===== config.mk =====
export PLATFORM = sky130hd
export DESIGN_NAME = smes_ram
export DESIGN_NICKNAME = d
export VERILOG_FILES = /design/src/hdl/smes_ram.sv
export SDC_FILE = /design/constraint.sdc
export NUM_CORES = 1
export LEC_CHECK = 0
export ABC_AREA = 1
export BUFFER_PORTS_ARGS = -buffer_cell sky130_fd_sc_hd__buf_4
export CAP_MARGIN = 10
export CORE_UTILIZATION = 26
export CTS_CLUSTER_SIZE = 12
export DETAILED_ROUTE_END_ITERATION = 8
export MAX_ROUTING_LAYER = met4
export REMOVE_ABC_BUFFERS = 1
export SLEW_MARGIN = 10
export SYNTH_ARGS = -nofsm -noshare
export SYNTH_HDL_FRONTEND = slang
export SYNTH_SLANG_ARGS = --single-unit

===== constraint.sdc =====
create_clock -name clk -period 2.4 [get_ports clk]
set_input_delay 0.24 -clock clk [delete_from_list [all_inputs] [get_ports clk]]
set_output_delay 0.24 -clock clk [all_outputs]
set_load 0.01 [all_outputs]

===== src/hdl/smes_ram.sv =====
// ----------------------------------------------------------------------------
// smes_ram: generic single-port synchronous RAM
// One read, or one write with a read of the old contents, per cycle; read data is registered.
// ----------------------------------------------------------------------------
module smes_ram #(
	parameter int Width = 8,
	parameter int Depth = 16
) (
	input  logic                     clk,
	input  logic                     we,
	input  logic [$clog2(Depth)-1:0] addr,
	input  logic [Width-1:0]         wdata,
	output logic [Width-1:0]         rdata
);

	logic [Width-1:0] mem [Depth];

	// Read before write: a write cycle returns the old contents, registered.
	always_ff @(posedge clk) begin
		if (we) begin
			mem[addr] <= wdata;
		end
		rdata <= mem[addr];
	end

endmodule


After elaboration in Yosys (flattened, before gate mapping)
Memories as Yosys holds them, arrays and structs flattened. A register that Yosys moved wholly into a read port is not among the register bits.
Index checks and enable logic that the tools add are counted.
Storage, ports and cells
  bits in registers: 0
  RAM bits: 128
  bits of input ports: 14
  output and inout bits: 8
  logic and storage cells: 3
  memories kept: 1
Memory list
  mem: depth 16, width 8, rd ports 1, clocked after memory_dff 1, wr ports 1, RTL line 16  | logic [Width-1:0] mem [Depth];
Operators by class
  multiplexer cells: 2
Operators by type and width (number)
  $mux W1: 2

Logic depth before layout (Yosys ltp)
  depth after elaboration: 2
  gate-level depth with buffers: 11
  gate-level depth less buffers: 9

Worst setup path after synthesis
No wires, ideal clock.
  path type: input-to-reg
  start point: input port addr[1]
  end point: memory mem[3][0] (enable)
  library setup time: 370 ps
  arrival: 1247 ps
  required time: 2030 ps
  setup slack: 783 ps
  cell stages on the path: 4
  buffers on the path: 2
  cells stage by stage: buf_2 -> clkbuf_1 -> nand3_1 -> nor2_1
RTL lines
  start, declared: RTL line 11  | input logic [$clog2(Depth)-1:0] addr,
  end, declared: RTL line 16
No word-level cell before the write port.

Worst setup path after layout
  start point: input port addr[1]
  end point: memory mem[9][6] (enable)
No word-level cell before the write port.

==> qor.yml <==
power:
  power.density_mw_per_mm2: 850
  leakage_uw: 0.00284
  vdd_drop_max_v: 0.000515
  clockPowerShare_pct: 47.5
  seqPwrFrac_pct: 46.6
  p_comb_share_pct: 5.9
  switchingPower_uw: 1170
  p_sw_share_pct: 20.4
  p_int_uw: 4560
clock_tree:
  cts_resized: 0
  numClockSinks: 136
  h-tree-depth: 4
  cts_hold_buf: 0
  cts-root-buf: "clkbuf_16"
  cts_tree: "built"
  cts.path.max_buffers: 2
  cts.clk_slew.worst_paths_ps: 60
  cts_buffers: 17
  clk_latency_ps: 410
  post_cts_buffers: 0
sta:
  slew_headroom_pct: 47.9
  fin_hold_ws_ps: 175
  fmax_mhz: 704
  slew_viol_final: 0
  fin_setup_tns_ps: 0
  setup-violations-final: 0
  period_needed_ps: 1420
  setup_ws_ps: 980
  rsz0062_at_grt: "false"
  final.period_utilization_pct: 59.2
  finalHoldViolCount: 0
  worstMarginPinSlew_ps: 779
  clock_skew_ps: 7.83
synthesis:
  synth_cell_type_count: 11
  yosys-top-cells-area: "edfxtp_1, nand2_1, dfxtp_1, inv_1, nor2_1"
  synth-seq-cells: 136
  netlist_instances: 548
  syn_area_mm2: 0.00559
  async_flop_share_pct: 0
  synth_edf_count: 128
  ys.warnings.count: 0
  yosysSeqAreaShare_pct: 71.6
  ys.flop_type: "edfxtp_1"
  synth_top_cell_area_share_pct: 68.7
  yosysMostFrequentCell: "nand2_1"
  synth_top_area_cell: "edfxtp_1"
  synth_commonest_cells: "nand2_1, edfxtp_1, inv_1"
  syn_area_per_cell_um2: 10.2
final_layout:
  final_cells: 873
  area_growth_syn_to_layout_pct: 20.6
  n_antenna_cell: 0
  fin_nets: 599
  drive_gt1_share_pct: 11.5
critical_path:
  crit_fanout: 15
  crit_chain: "buf_4 -> clkinv_1 -> buf_4 -> nand3_1 -> nor2_1"
  crit_top_cell: "buf_4"
  crit_arrival_ps: 1460
  end_kind: "flip-flop"
  required_ps: 2440
  crit_slowest_cell: "nor2_1"
  cpPeakStageDelay_ps: 570
  reg2regPathDepth: 8
  worstSetupStartpointType: "input port"
  setup.worst_path.class: "in -> reg"
floorplan:
  dieWidth_um: 149
  dieArea_mm2: 0.0221
  die_h_um: 149
  io_pins: 22
  fp-row-count: 53
  core_mm2: 0.0211
  initial_utilization_pct: 26.5
global_route:
  grt_max_degree: 57
  grt_use_total_pct: 12.6
  antenna_found_initial: 0
  overflow: 0
  grt_pass1_wl_mm: 19.5
  first_global_vias: 3473
detailed_routing:
  wl_mm: 12.6
  drc: 0
  wire_per_inst_um: 14.4
  vias: 3614
  via_per_inst: 4.14
  ant_nets: 0
  drtIter0Drc: 329
  dr.pass1.iters: 4
min_path:
  hold_depth: 1
  hp-class: "in -> reg"
placement:
  pre_cts_slack_ps: 534
  dp_hpwl_mm: 7.64
  io_buffers: 21
  dp_cells: 841
  place.gp.congestion: 0.813
run_status:
  status: "completed"
job:
  maxCapViolCount: 0
[flip-flops by register name, indices dropped and copies added, names as in the netlist]
name / count
rdata: 8
mem: 128
[power by group through the flow]
stage	sequential (µW)	combinational, µW	clock, µW
2_1_floorplan	2730	152	0
3_3_place_gp	2720	342	0
3_5_place_dp	2720	343	0
4_1_cts	2670	345	2760
5_1_grt	2670	382	2860
6_report	2670	341	2720
[routing by layer]
layer	GRT usage (%)	vias to the layer above	part of all wire, %
li1	-	1824	-
met1	15.9	1686	46
met2	19.4	87	48
met3	2.79	17	4.8
met4	5.10	0	1.9
met5	-	-	0
[cells in the final DEF (no fill, tap or decap)]
master / n
clkbuf_8: 6
clkbuf_16: 17
nor2_1: 18
inv_2: 1
inv_1: 21
nand2_1: 346
edfxtp_1: 128
nand3_1: 4
dfxtp_1: 8
clkinv_2: 1
bufinv_16: 3
clkinvlp_4: 2
clkinv_1: 1
clkbuf_1: 3
buf_4: 39
[cell type report]
class | instances | area (µm²)
clock buffer | 26 | 519
clock inverter | 6 | 110
fill | 2156 | 14300
inverter | 23 | 86.3
multi-input combinational | 368 | 1390
sequential | 136 | 4000
tap | 275 | 344
timing repair buffer | 39 | 293
[cell families (layout without fill, tap and decap cells)]
kind of cell | after synthesis | after routing | share of synthesized area [%]
buffers and inverters | 44 | 94 | 3.62
DFF | 136 | 136 | 71.6
and+or+nand+nor | 368 | 368 | 24.8
[through the flow]
step	total power (µW)	utilization (%)	instance area [µm²]
after global routing	5920	32.0	6740
final	5730	32.0	6740
after detailed placement	3060	29.0	6110
after global placement	3060	29.0	6110
after CTS	5770	32.0	6740
after floorplan	2880	-	5480
[worst paths after layout]
path / startpoint / end / slack, ps
setup / recovery: addr[1] / mem[9][6] / 980
hold / removal: wdata[3] / mem[0][3] / 180
setup reg to reg: mem[9][7] / rdata[7] / 1390
hold reg to reg: mem[6][0] / rdata[0] / 710
[worst max-delay path: cells and delay by family]
family / cells / cell delay, ps
and+or+nand+nor: 2 / 750
buffers and inverters: 3 / 470
Power figures use the tool's default switching activity.
